File: src/design/tlr_pkg.sv
// ----------------------------------------------------------------------------
// tlr_pkg
// Shared types and constants for the thick line rasterizer: opcodes,
// register indexes, controller states and the control/status bundles.
// ----------------------------------------------------------------------------
package tlr_pkg;

  localparam int PIX_W = 16;   // output coordinate and color width
  localparam int CFG_W = 13;   // screen size register width
  localparam int PEN_W = 3;    // pen width field

  localparam logic OP_START = 1'b0;
  localparam logic OP_STEP  = 1'b1;

  localparam logic REG_SCREEN_WIDTH  = 1'b0;
  localparam logic REG_SCREEN_HEIGHT = 1'b1;

  localparam logic [CFG_W-1:0] SCREEN_WIDTH_RST  = 13'd1024;
  localparam logic [CFG_W-1:0] SCREEN_HEIGHT_RST = 13'd600;

  typedef enum logic [2:0] {
    ST_IDLE = 3'b001,
    ST_PREP = 3'b010,
    ST_EMIT = 3'b100
  } tlr_state_t;

  // controller -> datapath
  typedef struct packed {
    logic load_start;  // latch a new line and seed the brush walk
    logic load_step;   // one Bresenham step, seed the brush walk
    logic first;       // first brush pixel of the transaction
    logic load_pix;    // register a pixel and advance the brush walk
  } tlr_cmd_t;

  // datapath -> controller
  typedef struct packed {
    logic active;      // a line is in progress
    logic last;        // output register holds the final brush pixel
  } tlr_stat_t;

endpackage

File: src/design/tlr_ctrl.sv
// ----------------------------------------------------------------------------
// tlr_ctrl
// Sequencer: takes one transaction, lets the datapath prepare the first
// brush pixel, then hands out one pixel per cycle while out_stall is low, until the last is taken.
// ----------------------------------------------------------------------------
module tlr_ctrl import tlr_pkg::*; (
  input  logic      clk,
  input  logic      rst_n,
  input  logic      in_valid,
  input  logic      in_operation,
  output logic      in_stall,
  output logic      out_valid,
  input  logic      out_stall,
  input  tlr_stat_t stat,
  output tlr_cmd_t  cmd
);

  tlr_state_t state_r, state_nxt;

  always_comb begin
    state_nxt = state_r;
    cmd       = '0;
    in_stall  = 1'b1;
    out_valid = 1'b0;
    case (state_r)
      ST_IDLE: begin
        in_stall = 1'b0;
        if (in_valid) begin
          if (in_operation == OP_START) begin
            cmd.load_start = 1'b1;
            state_nxt      = ST_PREP;
          end else if (stat.active) begin
            cmd.load_step = 1'b1;
            state_nxt     = ST_PREP;
          end
        end
      end
      ST_PREP: begin
        cmd.load_pix = 1'b1;
        cmd.first    = 1'b1;
        state_nxt    = ST_EMIT;
      end
      ST_EMIT: begin
        out_valid = 1'b1;
        if (!out_stall) begin
          if (stat.last) begin
            state_nxt = ST_IDLE;
          end else begin
            cmd.load_pix = 1'b1;
          end
        end
      end
      default: begin
        state_nxt = ST_IDLE;
      end
    endcase
  end

  always_ff @(posedge clk) begin
    if (!rst_n) begin
      state_r <= ST_IDLE;
    end else begin
      state_r <= state_nxt;
    end
  end

endmodule

File: src/design/tlr_datapath.sv
// ----------------------------------------------------------------------------
// tlr_datapath
// Line state, Bresenham step, brush offset counters, clip compare and the
// output pixel register. Screen size registers live here as well.
// ----------------------------------------------------------------------------
module tlr_datapath import tlr_pkg::*; #(
  parameter int COORD_BITS     = 12,
  parameter int MAX_BRUSH_HALF = 3
) (
  input  logic                  clk,
  input  logic                  rst_n,
  input  logic                  cfg_wr_en,
  input  logic                  cfg_index,
  input  logic [CFG_W-1:0]      cfg_wr_data,
  input  logic [COORD_BITS-1:0] in_start_x,
  input  logic [COORD_BITS-1:0] in_start_y,
  input  logic [COORD_BITS-1:0] in_end_x,
  input  logic [COORD_BITS-1:0] in_end_y,
  input  logic [PIX_W-1:0]      in_pen_color,
  input  logic [PEN_W-1:0]      in_pen_width,
  input  tlr_cmd_t              cmd,
  output tlr_stat_t             stat,
  output logic [PIX_W-1:0]      out_pixel_x,
  output logic [PIX_W-1:0]      out_pixel_y,
  output logic [PIX_W-1:0]      out_pixel_color,
  output logic                  out_visible,
  output logic                  out_last_of_item,
  output logic                  out_line_done
);

  localparam int HALF_W = (MAX_BRUSH_HALF < 2) ? 1 : $clog2(MAX_BRUSH_HALF + 1);
  localparam int OFF_W  = HALF_W + 1;
  localparam int ERR_W  = COORD_BITS + 2;

  logic [CFG_W-1:0]      scr_w_r, scr_h_r;
  logic [COORD_BITS-1:0] cur_x_r, cur_y_r, tgt_x_r, tgt_y_r, dlt_x_r, dlt_y_r;
  logic [COORD_BITS-1:0] cur_x_nxt, cur_y_nxt, tgt_x_nxt, tgt_y_nxt, dlt_x_nxt, dlt_y_nxt;
  logic                  neg_x_r, neg_y_r, neg_x_nxt, neg_y_nxt;
  logic signed [ERR_W-1:0] err_r, err_nxt;
  logic [PIX_W-1:0]      color_r, color_nxt;
  logic [HALF_W-1:0]     half_r, half_nxt;
  logic                  active_r, active_nxt;
  logic signed [OFF_W-1:0] off_x_r, off_y_r, off_x_nxt, off_y_nxt;

  logic [PIX_W-1:0] px_r, py_r, px_nxt, py_nxt;
  logic             vis_r, last_r, done_r, vis_nxt, last_nxt, done_nxt;

  // brush half from the pen width: 0 and 1 give 0, saturate at the max
  logic [1:0]        half_raw;
  logic [HALF_W-1:0] half_in;
  assign half_raw = in_pen_width[2:1];
  assign half_in  = (32'(half_raw) > MAX_BRUSH_HALF) ? HALF_W'(MAX_BRUSH_HALF)
                                                     : HALF_W'(half_raw);

  // Bresenham step terms
  logic signed [ERR_W:0] e2, dx_s, dy_s;
  logic                  move_x, move_y;
  assign e2     = {err_r, 1'b0};
  assign dx_s   = $signed({3'b000, dlt_x_r});
  assign dy_s   = $signed({3'b000, dlt_y_r});
  assign move_x = e2 > -dy_s;
  assign move_y = e2 < dx_s;

  logic [HALF_W-1:0] walk_half;
  logic              walk_end_x, walk_end_y, at_target;
  assign walk_half  = half_r;
  assign walk_end_x = off_x_r == $signed({1'b0, walk_half});
  assign walk_end_y = off_y_r == $signed({1'b0, walk_half});
  assign at_target  = (cur_x_r == tgt_x_r) && (cur_y_r == tgt_y_r);

  always_comb begin
    cur_x_nxt = cur_x_r;
    cur_y_nxt = cur_y_r;
    tgt_x_nxt = tgt_x_r;
    tgt_y_nxt = tgt_y_r;
    dlt_x_nxt = dlt_x_r;
    dlt_y_nxt = dlt_y_r;
    neg_x_nxt = neg_x_r;
    neg_y_nxt = neg_y_r;
    err_nxt   = err_r;
    color_nxt = color_r;
    half_nxt  = half_r;
    active_nxt = active_r;
    off_x_nxt = off_x_r;
    off_y_nxt = off_y_r;
    px_nxt    = px_r;
    py_nxt    = py_r;
    vis_nxt   = vis_r;
    last_nxt  = last_r;
    done_nxt  = done_r;

    if (cmd.load_start) begin
      cur_x_nxt = in_start_x;
      cur_y_nxt = in_start_y;
      tgt_x_nxt = in_end_x;
      tgt_y_nxt = in_end_y;
      neg_x_nxt = !(in_start_x < in_end_x);
      neg_y_nxt = !(in_start_y < in_end_y);
      dlt_x_nxt = (in_end_x > in_start_x) ? in_end_x - in_start_x : in_start_x - in_end_x;
      dlt_y_nxt = (in_end_y > in_start_y) ? in_end_y - in_start_y : in_start_y - in_end_y;
      err_nxt   = $signed(ERR_W'(dlt_x_nxt)) - $signed(ERR_W'(dlt_y_nxt));
      color_nxt = in_pen_color;
      half_nxt  = half_in;
      off_x_nxt = -$signed({1'b0, half_in});
      off_y_nxt = -$signed({1'b0, half_in});
    end else if (cmd.load_step) begin
      if (move_x) begin
        cur_x_nxt = neg_x_r ? cur_x_r - 1'b1 : cur_x_r + 1'b1;
      end
      if (move_y) begin
        cur_y_nxt = neg_y_r ? cur_y_r - 1'b1 : cur_y_r + 1'b1;
      end
      err_nxt = ERR_W'(err_r - (move_x ? dy_s : '0) + (move_y ? dx_s : '0));
      off_x_nxt = -$signed({1'b0, half_r});
      off_y_nxt = -$signed({1'b0, half_r});
    end

    if (cmd.load_pix) begin
      px_nxt   = PIX_W'(cur_x_r) + {{(PIX_W-OFF_W){off_x_r[OFF_W-1]}}, off_x_r};
      py_nxt   = PIX_W'(cur_y_r) + {{(PIX_W-OFF_W){off_y_r[OFF_W-1]}}, off_y_r};
      vis_nxt  = (px_nxt < PIX_W'(scr_w_r)) && (py_nxt < PIX_W'(scr_h_r));
      last_nxt = walk_end_x && walk_end_y;
      done_nxt = at_target;
      // raster walk: columns inner, rows outer
      if (walk_end_x) begin
        off_x_nxt = -$signed({1'b0, half_r});
        off_y_nxt = off_y_r + 1'b1;
      end else begin
        off_x_nxt = off_x_r + 1'b1;
      end
    end
    if (cmd.first) begin
      active_nxt = !at_target;
    end
  end

  always_ff @(posedge clk) begin
    if (!rst_n) begin
      scr_w_r  <= SCREEN_WIDTH_RST;
      scr_h_r  <= SCREEN_HEIGHT_RST;
      active_r <= 1'b0;
    end else begin
      active_r <= active_nxt;
      if (cfg_wr_en) begin
        case (cfg_index)
          REG_SCREEN_WIDTH:  scr_w_r <= cfg_wr_data;
          REG_SCREEN_HEIGHT: scr_h_r <= cfg_wr_data;
          default: ;
        endcase
      end
    end
  end

  always_ff @(posedge clk) begin
    cur_x_r <= cur_x_nxt;
    cur_y_r <= cur_y_nxt;
    tgt_x_r <= tgt_x_nxt;
    tgt_y_r <= tgt_y_nxt;
    dlt_x_r <= dlt_x_nxt;
    dlt_y_r <= dlt_y_nxt;
    neg_x_r <= neg_x_nxt;
    neg_y_r <= neg_y_nxt;
    err_r   <= err_nxt;
    color_r <= color_nxt;
    half_r  <= half_nxt;
    off_x_r <= off_x_nxt;
    off_y_r <= off_y_nxt;
    px_r    <= px_nxt;
    py_r    <= py_nxt;
    vis_r   <= vis_nxt;
    last_r  <= last_nxt;
    done_r  <= done_nxt;
  end

  assign stat.active      = active_r;
  assign stat.last        = last_r;
  assign out_pixel_x      = px_r;
  assign out_pixel_y      = py_r;
  assign out_pixel_color  = color_r;
  assign out_visible      = vis_r;
  assign out_last_of_item = last_r;
  assign out_line_done    = done_r;

endmodule

File: src/design/thick_line_rasterizer.sv
// ----------------------------------------------------------------------------
// thick_line_rasterizer
// Bresenham line stepper with a square brush; emits one pixel per cycle while out_stall is low.
//
//   channel | direction | handshake           | payload
//   in_     | input     | in_valid / in_stall | operation, endpoints, color, width
//   out_    | output    | out_valid/out_stall | pixel x/y, color, visible, flags
//   cfg_    | input     | cfg_wr_en           | cfg_index, cfg_wr_data
//
// A start or step transaction is accepted in ST_IDLE; ST_PREP registers the
// first brush pixel, then ST_EMIT shows the (2h+1)^2 pixels, h = brush half,
// one per cycle unless stalled, as the offset walk feeds the output register.
// A step with no active line is accepted and emits nothing.
// in_stall is high from acceptance until the last pixel is taken; out_stall
// holds the current pixel. Synchronous active-low reset; no line active.
// ----------------------------------------------------------------------------
module thick_line_rasterizer import tlr_pkg::*; #(
  parameter int COORD_BITS     = 12,
  parameter int MAX_BRUSH_HALF = 3
) (
  input  logic                  clk,
  input  logic                  rst_n,
  input  logic                  cfg_wr_en,
  input  logic                  cfg_index,
  input  logic [CFG_W-1:0]      cfg_wr_data,
  input  logic                  in_valid,
  output logic                  in_stall,
  input  logic                  in_operation,
  input  logic [COORD_BITS-1:0] in_start_x,
  input  logic [COORD_BITS-1:0] in_start_y,
  input  logic [COORD_BITS-1:0] in_end_x,
  input  logic [COORD_BITS-1:0] in_end_y,
  input  logic [PIX_W-1:0]      in_pen_color,
  input  logic [PEN_W-1:0]      in_pen_width,
  output logic                  out_valid,
  input  logic                  out_stall,
  output logic [PIX_W-1:0]      out_pixel_x,
  output logic [PIX_W-1:0]      out_pixel_y,
  output logic [PIX_W-1:0]      out_pixel_color,
  output logic                  out_visible,
  output logic                  out_last_of_item,
  output logic                  out_line_done
);

  tlr_cmd_t  cmd;
  tlr_stat_t stat;

  tlr_ctrl u_ctrl (
    .clk          (clk),
    .rst_n        (rst_n),
    .in_valid     (in_valid),
    .in_operation (in_operation),
    .in_stall     (in_stall),
    .out_valid    (out_valid),
    .out_stall    (out_stall),
    .stat         (stat),
    .cmd          (cmd)
  );

  tlr_datapath #(
    .COORD_BITS     (COORD_BITS),
    .MAX_BRUSH_HALF (MAX_BRUSH_HALF)
  ) u_dp (
    .clk              (clk),
    .rst_n            (rst_n),
    .cfg_wr_en        (cfg_wr_en),
    .cfg_index        (cfg_index),
    .cfg_wr_data      (cfg_wr_data),
    .in_start_x       (in_start_x),
    .in_start_y       (in_start_y),
    .in_end_x         (in_end_x),
    .in_end_y         (in_end_y),
    .in_pen_color     (in_pen_color),
    .in_pen_width     (in_pen_width),
    .cmd              (cmd),
    .stat             (stat),
    .out_pixel_x      (out_pixel_x),
    .out_pixel_y      (out_pixel_y),
    .out_pixel_color  (out_pixel_color),
    .out_visible      (out_visible),
    .out_last_of_item (out_last_of_item),
    .out_line_done    (out_line_done)
  );

endmodule

File: config.mk
export PLATFORM = sky130hd
export DESIGN_NAME = thick_line_rasterizer
export DESIGN_NICKNAME = d
export VERILOG_FILES = /design/src/design/tlr_pkg.sv /design/src/design/tlr_ctrl.sv /design/src/design/tlr_datapath.sv /design/src/design/thick_line_rasterizer.sv
export SDC_FILE = /design/constraint.sdc
export NUM_CORES = 1
export LEC_CHECK = 0
export ABC_AREA = 1
export BUFFER_PORTS_ARGS = -buffer_cell sky130_fd_sc_hd__buf_4
export CAP_MARGIN = 20
export CORE_MARGIN = 10
export CORE_UTILIZATION = 46
export DETAILED_ROUTE_END_ITERATION = 7
export PLACE_DENSITY = 0.67
export SLEW_MARGIN = 0
export SYNTH_ARGS = -nofsm -noshare
export SYNTH_HDL_FRONTEND = slang
export SYNTH_HIERARCHICAL = 1
export SYNTH_SLANG_ARGS = --single-unit
File: constraint.sdc
create_clock -name clk -period 5.7 [get_ports clk]
set_input_delay 0.57 -clock clk [delete_from_list [all_inputs] [get_ports clk]]
set_output_delay 0.57 -clock clk [all_outputs]
set_load 0.05 [all_outputs]
==> flow_summary.json, run 1 <==
{
  "intPower_w": 0.00322,
  "regToRegSetupSlack_ns": 0.62,
  "seqPwrFrac_pct": 30.1,
  "dpl_cell_area_mm2": 0.0159,
  "synth_top_area_share_pct": 29.0,
  "die_w_um": 198,
  "p_per_area_mw_per_mm2": 341,
  "rsz0062_at_grt": "no",
  "htree_num_levels": 4,
  "r2r_cells": 28,
  "critPathLaunch": "u_dp/dlt_y_r[0]",
  "worstMarginPinSlew_ns": 0.690,
  "worst-path-max-fanout": 8,
  "setup.worst_path.start_class": "flip-flop",
  "die_area_mm2": 0.0390,
  "cp.arrival_ns": 5.28,
  "async_reset_ff_share_pct": 0,
  "grt_first_pass_wirelength_um": 62200,
  "switching_share_pct": 42.7,
  "overflow": 0,
  "core_mm2": 0.0308,
  "yosysUniqueCellTypes": 56,
  "slew_viol_final": 0,
  "ys_seq_area_share_pct": 33.6,
  "synth_nets": 2092,
  "skew_ns": 0.0108,
  "start_util_pct": 47.0,
  "setup-tns-final_ns": 0,
  "path_clk_slew_ns": 0.08,
  "drc": 0,
  "final_core_util_pct": 53.5,
  "grt_max_degree": 96,
  "pwr-share-clk_pct": 20.6,
  "grt_pass1_vias": 12200,
  "cp.required_ns": 5.89,
  "synth_most_common_cell": "nand2_1",
  "maxCapViolations": 0,
  "final_antenna_net_count": 0,
  "clock_tree.root_cell": "clkbuf_16",
  "dieHeight_um": 198,
  "p_switching_w": 0.00240,
  "p_comb_share_pct": 49.3,
  "area_growth_pct": 13.7,
  "finalHoldViolCount": 0,
  "worstReg2RegEnd": "u_dp/err_r[12]",
  "diodes": 0,
  "cpPeakStageDelay_ns": 0.45,
  "antenna_found_initial": 0,
  "syn_avg_cell_area_um2": 8.01,
  "clkLatencyLatePin_ns": 0.45,
  "worst-setup-path-type": "reg -> reg",
  "netlist_top_cells_area": "edfxtp_1 (29%), ha_1 (15%), nand2_1 (8.4%)",
  "place_congestion": 1.01,
  "fin_nets": 2221,
  "path_delay_family": "simple AND/OR/NAND/NOR gates",
  "synth-edff-count": 140,
  "wl_um": 39500,
  "finalNonFillerCells": 2347,
  "via_per_inst": 5.29,
  "final_cell_area_mm2": 0.0165,
  "wl_per_cell_um": 16.8,
  "fmax_mhz": 197,
  "r2r-start": "u_dp/dlt_y_r[0]",
  "synthFlopType": "edfxtp_1",
  "gr-usage-all-layers_pct": 20.0,
  "yosys_warnings": 6,
  "dr.first_iter.drc_count": 779,
  "setup_viol": 0,
  "min_period_over_period_pct": 89.2,
  "drive_gt1_share_pct": 13.1,
  "period_needed_ns": 5.08,
  "pin_count": 140,
  "endpoint_kind": "flip-flop",
  "tritoncts": "done",
  "hpwl_um": 32300,
  "worstSetupEndpoint": "u_dp/err_r[12]",
  "numCtsBuffers": 17,
  "numPortBuffers": 138,
  "synth_cells": 1809,
  "dp_cells": 2314,
  "fin_total_pwr_w": 0.00562,
  "cp_num_cells": 28,
  "path_common_cell": "nand2_1",
  "slowest_stage": "fa_1",
  "outcome": "finished, final reports clean",
  "hold_path.class": "in -> reg",
  "syn_area_mm2": 0.0145,
  "clockBufferDepth": 2,
  "ys_ff_latch": 173,
  "relSlewSlack_pct": 54.0,
  "vias": 12400,
  "synth_area_leader_cell": "edfxtp_1",
  "power.leakage_nw": 7.85,
  "firstDrtPassIters": 5,
  "clock-sinks": 173,
  "cp_num_buf_inv": 4,
  "ir_worst_vdd_v": 0.000286,
  "synth.top_cells.by_count": "nand2_1 (325), inv_1 (282), ha_1 (175), a21oi_1 (164), edfxtp_1 (140)",
  "rows": 64
}
-- worst min path at each step --
| stage | from | endpoint | cells after the start |
|---|---|---|---|
| finish | in_pen_color[7] | u_dp/out_pixel_color[7] | 1 |
| global route | in_pen_color[15] | u_dp/out_pixel_color[15] | 1 |
| CTS | in_pen_color[15] | u_dp/out_pixel_color[15] | 1 |
| detailed placement | u_dp/scr_h_r[0] | u_dp/scr_h_r[0] | 2 |
| global placement | u_dp/scr_w_r[0] | u_dp/scr_w_r[0] | 2 |
| floorplan | u_dp/scr_h_r[0] | u_dp/scr_h_r[0] | 2 |
-- cell usage in the layout, fill, tap and decap left out, types with 29 or more instances in the layout --
| cell | synthesis | routed |
|---|---|---|
| a21oi_1 | 164 | 164 |
| o21ai_0 | 123 | 122 |
| xor2_1 | 66 | 66 |
| xnor2_1 | 29 | 29 |
| dfxtp_1 | 33 | 33 |
| nor2_1 | 115 | 115 |
| nand3_1 | 104 | 104 |
| ha_1 | 175 | 175 |
| buf_4 | 10 | 142 |
| inv_1 | 282 | 282 |
| nand2_1 | 325 | 325 |
| edfxtp_1 | 140 | 140 |
-- sequential cells by signal, summed over array words and instances (netlist names) --
| register | flops |
|---|---|
| u_dp/neg_x_r | 1 |
| u_dp/neg_y_r | 1 |
| u_dp/tgt_x_r | 12 |
| u_dp/off_x_r | 3 |
| u_dp/scr_w_r | 13 |
| u_dp/tgt_y_r | 12 |
| u_dp/out_pixel_x | 14 |
| u_dp/off_y_r | 3 |
| u_dp/scr_h_r | 13 |
| u_dp/out_last_of_item | 1 |
| u_dp/out_pixel_y | 14 |
| u_dp/active_r | 1 |
| u_dp/out_pixel_color | 16 |
| u_dp/out_line_done | 1 |
| u_dp/out_visible | 1 |
| u_dp/err_r | 14 |
| u_ctrl/state_r | 3 |
| u_dp/dlt_x_r | 12 |
| u_dp/half_r | 2 |
| u_dp/dlt_y_r | 12 |
| u_dp/cur_y_r | 12 |
| u_dp/cur_x_r | 12 |
-- repair_timing --
item / in CTS / in global routing
hold buffers: 0 / 0
resized for setup: 0 / 1
buffers inserted: 0 / 0
setup endpoints to repair: 0 / 2
endpoints found under the hold margin: 0 / 0
-- per-layer routing --
layer / GRT usage, % / wire, um / vias up
met2: 34.4 / 18900 / 318
met5: 0 / 0 / -
met1: 24.6 / 17300 / 5748
met3: 3.99 / 2430 / 45
li1: - / - / 6305
met4: 6.92 / 964 / 0
-- per-stage QoR --
stage / setup slack (ns) / hold WS [ns]
final: 0.618 / 0.302
after global routing: 0.0737 / 0.282
after global placement: 0.611 / 0.444
after floorplan: 0.602 / 0.424
after detailed placement: 0.540 / 0.443
after CTS: 0.517 / 0.278
-- layout make-up --
type                            count  area (um2)
Timing Repair Buffer              144        1110
Fill cell                        2865       14300
Inverter                          300        1130
Sequential cell                   173        4860
Tap cell                          396         495
Clock inverter                     13         121
Multi-Input combinational cell   1302        8310
Clock buffer                       19         454
-- power groups by stage --
stage / sequential, W / combinational [W] / clock [W]
after detailed placement: 0.00172 / 0.00272 / 0
after floorplan: 0.00170 / 0.00205 / 0
after global routing: 0.00171 / 0.00315 / 0.00123
after global placement: 0.00172 / 0.00265 / 0
after CTS: 0.00169 / 0.00274 / 0.00119
final: 0.00169 / 0.00277 / 0.00116
-- kinds of logic after synthesis --
family          share of synthesized area (%)
mux                                    0.0691
buf+inv                                  9.16
fa+ha+maj                                18.0
simple gates                             19.7
xor+xnor                                 5.74
flops                                    33.6
compound gates                           13.8
Note: power is estimated with default switching activity, not from simulation.
==> inputs of run 2 (changes only) <==
--- a/config.mk
+++ b/config.mk
@@ -9,9 +9,10 @@
 export BUFFER_PORTS_ARGS = -buffer_cell sky130_fd_sc_hd__buf_4
 export CAP_MARGIN = 20
 export CORE_MARGIN = 10
-export CORE_UTILIZATION = 46
+export CORE_UTILIZATION = 55
 export DETAILED_ROUTE_END_ITERATION = 7
-export PLACE_DENSITY = 0.67
+export PLACE_DENSITY = 0.77
+export REMOVE_ABC_BUFFERS = 1
 export SLEW_MARGIN = 0
 export SYNTH_ARGS = -nofsm -noshare
 export SYNTH_HDL_FRONTEND = slang
==> run 2 against run 1 <==
Effect of this change: via count grew 1.7%; global-route usage grew 2.4 points; register-to-register slack lost 0.14 ns; clock-buffer cell count shrank 2; routed wire length shrank 4.2%; sequential power is essentially flat; combinational power is essentially flat; sequential cell count is the same; clock power is essentially flat; die area shrank 15%; critical endpoint is now u_dp/err_r[7].
==> flow_summary.json, run 2 (synthesis results as in run 1) <==
{
  "outcome": "finished, final reports clean",
  "grt_util_met2_pct": 37.9,
  "firstDrtPassIters": 6,
  "setup-tns-final_ns": 0,
  "start_util_pct": 55.8,
  "fin_total_pwr_w": 0.00567,
  "dpl_cell_area_mm2": 0.0158,
  "overflow": 0,
  "diodes": 0,
  "regToRegSetupSlack_ns": 0.48,
  "cp_num_buf_inv": 3,
  "cts_resized": 0,
  "drive_gt1_share_pct": 13.1,
  "grt_pass1_vias": 12400,
  "min_from": "in_pen_color[9]",
  "path_clk_slew_ns": 0.08,
  "fin_nets": 2221,
  "hold_path.class": "in -> reg",
  "ir_worst_vdd_v": 0.000225,
  "cp.required_ns": 5.89,
  "final_cell_area_mm2": 0.0164,
  "clock_tree.root_cell": "clkbuf_16",
  "post_cts_buffers": 0,
  "cpPeakStageDelay_ns": 0.52,
  "core_mm2": 0.0260,
  "place_congestion": 0.953,
  "finalHoldViolCount": 0,
  "drc": 0,
  "die_w_um": 182,
  "setup_viol": 0,
  "power.leakage_nw": 7.85,
  "holdBufCountCts": 0,
  "dieHeight_um": 182,
  "grt_first_pass_wirelength_um": 61800,
  "gr-usage-all-layers_pct": 22.5,
  "wl_per_cell_um": 16.6,
  "tritoncts": "done",
  "layout_common_cells": "nand2_1 (325), inv_1 (282), ha_1 (175)",
  "met3_usage_pct": 3.07,
  "vias": 12600,
  "setup.worst_path.start_class": "flip-flop",
  "htree_num_levels": 4,
  "slew_viol_final": 0,
  "relSlewSlack_pct": 37.0,
  "fillCellCount": 2267,
  "pin_count": 140,
  "hpwl_um": 30700,
  "largest_reg_flops": 16,
  "grt_util_met1_pct": 29.4,
  "worstMarginPinSlew_ns": 0.945,
  "busiest_layer": "met2",
  "maxCapViolations": 0,
  "slowest_stage": "fa_1",
  "clkLatencyLatePin_ns": 0.45,
  "dr.first_iter.drc_count": 1009,
  "worst-path-max-fanout": 8,
  "r2r-start": "u_dp/dlt_y_r[0]",
  "final_antenna_net_count": 0,
  "p_per_area_mw_per_mm2": 345,
  "rows": 59,
  "antenna_found_initial": 0,
  "worst-setup-path-type": "reg -> reg",
  "skew_ns": 0.0164,
  "path_delay_family": "simple AND/OR/NAND/NOR gates",
  "numCtsBuffers": 17,
  "area_growth_pct": 13.2,
  "clockBufferDepth": 2,
  "cp.arrival_ns": 5.41,
  "via_per_inst": 5.53,
  "fmax_mhz": 191,
  "period_needed_ns": 5.22,
  "numPortBuffers": 138,
  "endpoint_kind": "flip-flop",
  "grt_max_degree": 78,
  "final_common_cell": "nand2_1",
  "path_common_cell": "nand2_1",
  "min_period_over_period_pct": 91.6,
  "wl_um": 37900,
  "die_area_mm2": 0.0333,
  "rsz0062_at_grt": "no",
  "clock-sinks": 173,
  "critPathLaunch": "u_dp/dlt_y_r[0]"
}
-- run 2: layout make-up --
type	instances	area, um2	area share, %
well taps	335	419	2.56
multi-input cells	1302	8310	50.7
clock buffers	17	425	2.59
clock inverters	15	176	1.08
repair buffers	144	1080	6.59
inverters	300	1130	6.87
flip-flops and latches	173	4860	29.7
-- run 2: routing by layer --
metal | share of wire (%) | wire length, um | vias to the layer above
li1 | - | - | 6290
met1 | 45 | 17100 | 5907
met2 | 47 | 17800 | 386
met3 | 5.5 | 2070 | 50
met4 | 2.2 | 828 | 0
met5 | 0 | 0 | -
-- run 2: power breakdown --
group          switching, W  internal (W)  total [W]
clock network      0.000590      0.000594    0.00118
logic               0.00176       0.00104    0.00280
registers          0.000108       0.00158    0.00168
total               0.00246       0.00321    0.00567
-- run 2: final timing paths --
kind                            cells past startpoint                       to
worst max-delay path                               26            u_dp/err_r[7]
worst min-delay path                                1  u_dp/out_pixel_color[9]
worst max register to register                     26            u_dp/err_r[7]
worst min register to register                      2         u_dp/scr_w_r[11]
-- run 2: worst reg2reg max path, stage by stage, from the launching register on --
cell	delay, ns
edfxtp_1	0.40
inv_1	0.12
ha_1	0.20
nand3_1	0.13
nor2_1	0.14
nand2_1	0.11
nor3_2	0.19
nand2_1	0.13
nor4_1	0.22
ha_1	0.30
nand2_1	0.06
inv_1	0.03
o21ai_0	0.13
nand2_1	0.08
nor2_1	0.15
nand3_1	0.10
nand3_1	0.29
nor2_1	0.12
fa_1	0.52
inv_1	0.04
ha_1	0.35
a21oi_1	0.17
nand2_1	0.14
a21boi_1	0.39
o21ai_0	0.19
o21ai_0	0.20
nand2_1	0.08
-- run 2: stage by stage --
stage                     cells  utilization, %  hold slack [ns]  setup WS (ns)
final                      2286            63.1            0.303          0.478
after global routing       2286            63.1            0.292         0.0334
after CTS                  2286            63.1            0.291          0.545
after detailed placement   2254            60.8            0.446          0.584
after global placement     2254            60.8            0.436          0.666
after floorplan            1775               -            0.424          -2.17
==> inputs of run 3 (changes only) <==
==> constraint.sdc (replaced) <==
create_clock -name clk -period 5.7 [get_ports clk]
set_input_delay 0.855 -clock clk [delete_from_list [all_inputs] [get_ports clk]]
set_output_delay 0.855 -clock clk [all_outputs]
set_load 0.05 [all_outputs]
==> run 3 against run 2 <==
Effect of this change: maximum frequency is 1.9% higher; sequential share of layout area about the same; hold slack better by 0.16 ns; die area did not move; largest power group unchanged.
==> flow_summary.json, run 3 (synthesis results as in run 1) <==
{
  "firstDrtPassIters": 5,
  "final_common_cell": "nand2_1",
  "slew_viol_final": 0,
  "endpoint_kind": "flip-flop",
  "place_ws_ns": 0.565,
  "p_comb_share_pct": 49.2,
  "fin_nets": 2221,
  "antenna_found_initial": 0,
  "dieHeight_um": 182,
  "vias": 12800,
  "finalNonFillerCells": 2286,
  "period_needed_ns": 5.12,
  "p_switching_w": 0.00246,
  "final_antenna_net_count": 0,
  "clock_tree.root_cell": "clkbuf_16",
  "r2r_cells": 26,
  "drive_gt1_share_pct": 13.2,
  "setup.worst_path.start_class": "flip-flop",
  "fin_total_pwr_w": 0.00569,
  "fin_ws_ns": 0.577,
  "worstMarginPinSlew_ns": 1.00,
  "dp_cells": 2254,
  "core_mm2": 0.0260,
  "intPower_w": 0.00324,
  "hpwl_um": 30000,
  "clock-sinks": 173,
  "finalHoldViolCount": 0,
  "fmax_mhz": 195,
  "hold_end": "u_dp/scr_h_r[0]",
  "numPortBuffers": 138,
  "switching_share_pct": 43.2,
  "gr-usage-all-layers_pct": 22.4,
  "fillCellCount": 2282,
  "min_period_over_period_pct": 89.9,
  "htree_num_levels": 4,
  "min_from": "u_dp/scr_h_r[0]",
  "post_cts_buffers": 0,
  "area_growth_pct": 13.3,
  "p_per_area_mw_per_mm2": 347,
  "via_per_inst": 5.58,
  "overflow": 0,
  "holdBufCountCts": 0,
  "cp.arrival_ns": 5.32,
  "diodes": 0,
  "ir_worst_vdd_v": 0.000203,
  "drc": 0,
  "r2r-start": "u_dp/dlt_y_r[0]",
  "critPathLaunch": "u_dp/dlt_y_r[0]",
  "wl_per_cell_um": 16.5,
  "worstReg2RegEnd": "u_dp/err_r[7]",
  "pin_count": 140,
  "numCtsBuffers": 17,
  "pwr-share-clk_pct": 21.2,
  "hold_path.class": "reg -> reg",
  "regToRegSetupSlack_ns": 0.58,
  "rsz0062_at_grt": "no",
  "grt_first_pass_wirelength_um": 61600,
  "skew_ns": 0.0144,
  "power.leakage_nw": 7.86,
  "clkLatencyLatePin_ns": 0.44,
  "multiInputGateArea_mm2": 0.00831,
  "setup-tns-final_ns": 0,
  "rows": 59,
  "seq_area_mm2": 0.00486,
  "worst-path-max-fanout": 8,
  "setup_viol": 0,
  "layout_common_cells": "nand2_1 (325), inv_1 (282), ha_1 (175)",
  "outcome": "finished, final reports clean",
  "final_core_util_pct": 63.2,
  "dr.first_iter.drc_count": 1074,
  "die_w_um": 182,
  "largest_reg_flops": 16,
  "wl_um": 37700,
  "die_area_mm2": 0.0333,
  "cp.required_ns": 5.89,
  "place_congestion": 1.01,
  "tritoncts": "done",
  "clockBufferDepth": 2,
  "path_clk_slew_ns": 0.08,
  "seqPwrFrac_pct": 29.6,
  "grt_pass1_vias": 12600,
  "maxCapViolations": 0,
  "worst-setup-path-type": "reg -> reg",
  "start_util_pct": 55.8,
  "grt_max_degree": 84,
  "relSlewSlack_pct": 33.3,
  "hold_depth": 2
}
==> run 3: power by group through the flow <==
stage          Sequential (W)  Clock [W]  Combinational [W]
4_1_cts               0.00168    0.00123            0.00276
2_1_floorplan         0.00171          0            0.00203
6_report              0.00168    0.00121            0.00280
3_5_place_dp          0.00171          0            0.00273
3_3_place_gp          0.00171          0            0.00265
5_1_grt               0.00170    0.00128            0.00319
==> run 3: cell type report <==
cell class,count,share of cell area [%]
Sequential cell,173,29.6
Multi-Input combinational cell,1302,50.6
Inverter,300,6.86
Clock buffer,18,2.74
Clock inverter,14,1.02
Tap cell,335,2.55
Timing Repair Buffer,144,6.58
==> run 3: worst max path at each step <==
| stage | to | slack, ns |
|---|---|---|
| 2_1_floorplan | u_dp/cur_x_r[0] | -2.28 |
| 3_3_place_gp | u_dp/err_r[13] | 0.67 |
| 3_5_place_dp | u_dp/err_r[13] | 0.57 |
| 4_1_cts | u_dp/err_r[7] | 0.47 |
| 5_1_grt | u_dp/err_r[8] | 0.11 |
| 6_report | u_dp/err_r[7] | 0.58 |
==> run 3: routing by layer <==
metal | GRT usage [%] | routed length, um
met5 | 0 | 0
met4 | 6.96 | 810
met3 | 3.03 | 2390
met2 | 37.3 | 17600
met1 | 29.5 | 16900
==> run 3: through the flow <==
| step | hold WS (ns) | area (um2) |
|---|---|---|
| 3_5_place_dp | 0.451 | 15800 |
| 3_3_place_gp | 0.435 | 15800 |
| 5_1_grt | 0.477 | 16400 |
| 6_report | 0.464 | 16400 |
| 2_1_floorplan | 0.424 | 14300 |
| 4_1_cts | 0.463 | 16400 |
==> run 3: repair_timing <==
item                                    in CTS  in global routing
endpoints found under the hold margin        0                  0
endpoints found under the setup margin       0                  1
resized for setup                            0                  1
==> run 3: worst max-delay path, cell delays in order (launching register included) <==
cell      delay (ns)
edfxtp_1        0.42
inv_1           0.11
ha_1            0.20
nand3_1         0.12
nor2_1          0.11
nand2_1         0.10
nor3_2          0.19
nand2_1         0.13
nor4_1          0.23
ha_1            0.31
nand2_1         0.07
inv_1           0.03
o21ai_0         0.15
nand2_1         0.08
nor2_1          0.17
nand3_1         0.10
nand3_1         0.27
nor2_1          0.12
fa_1            0.52
inv_1           0.04
ha_1            0.36
a21oi_1         0.17
nand2_1         0.15
a21boi_2        0.29
o21ai_0         0.18
o21ai_0         0.21
nand2_1         0.08
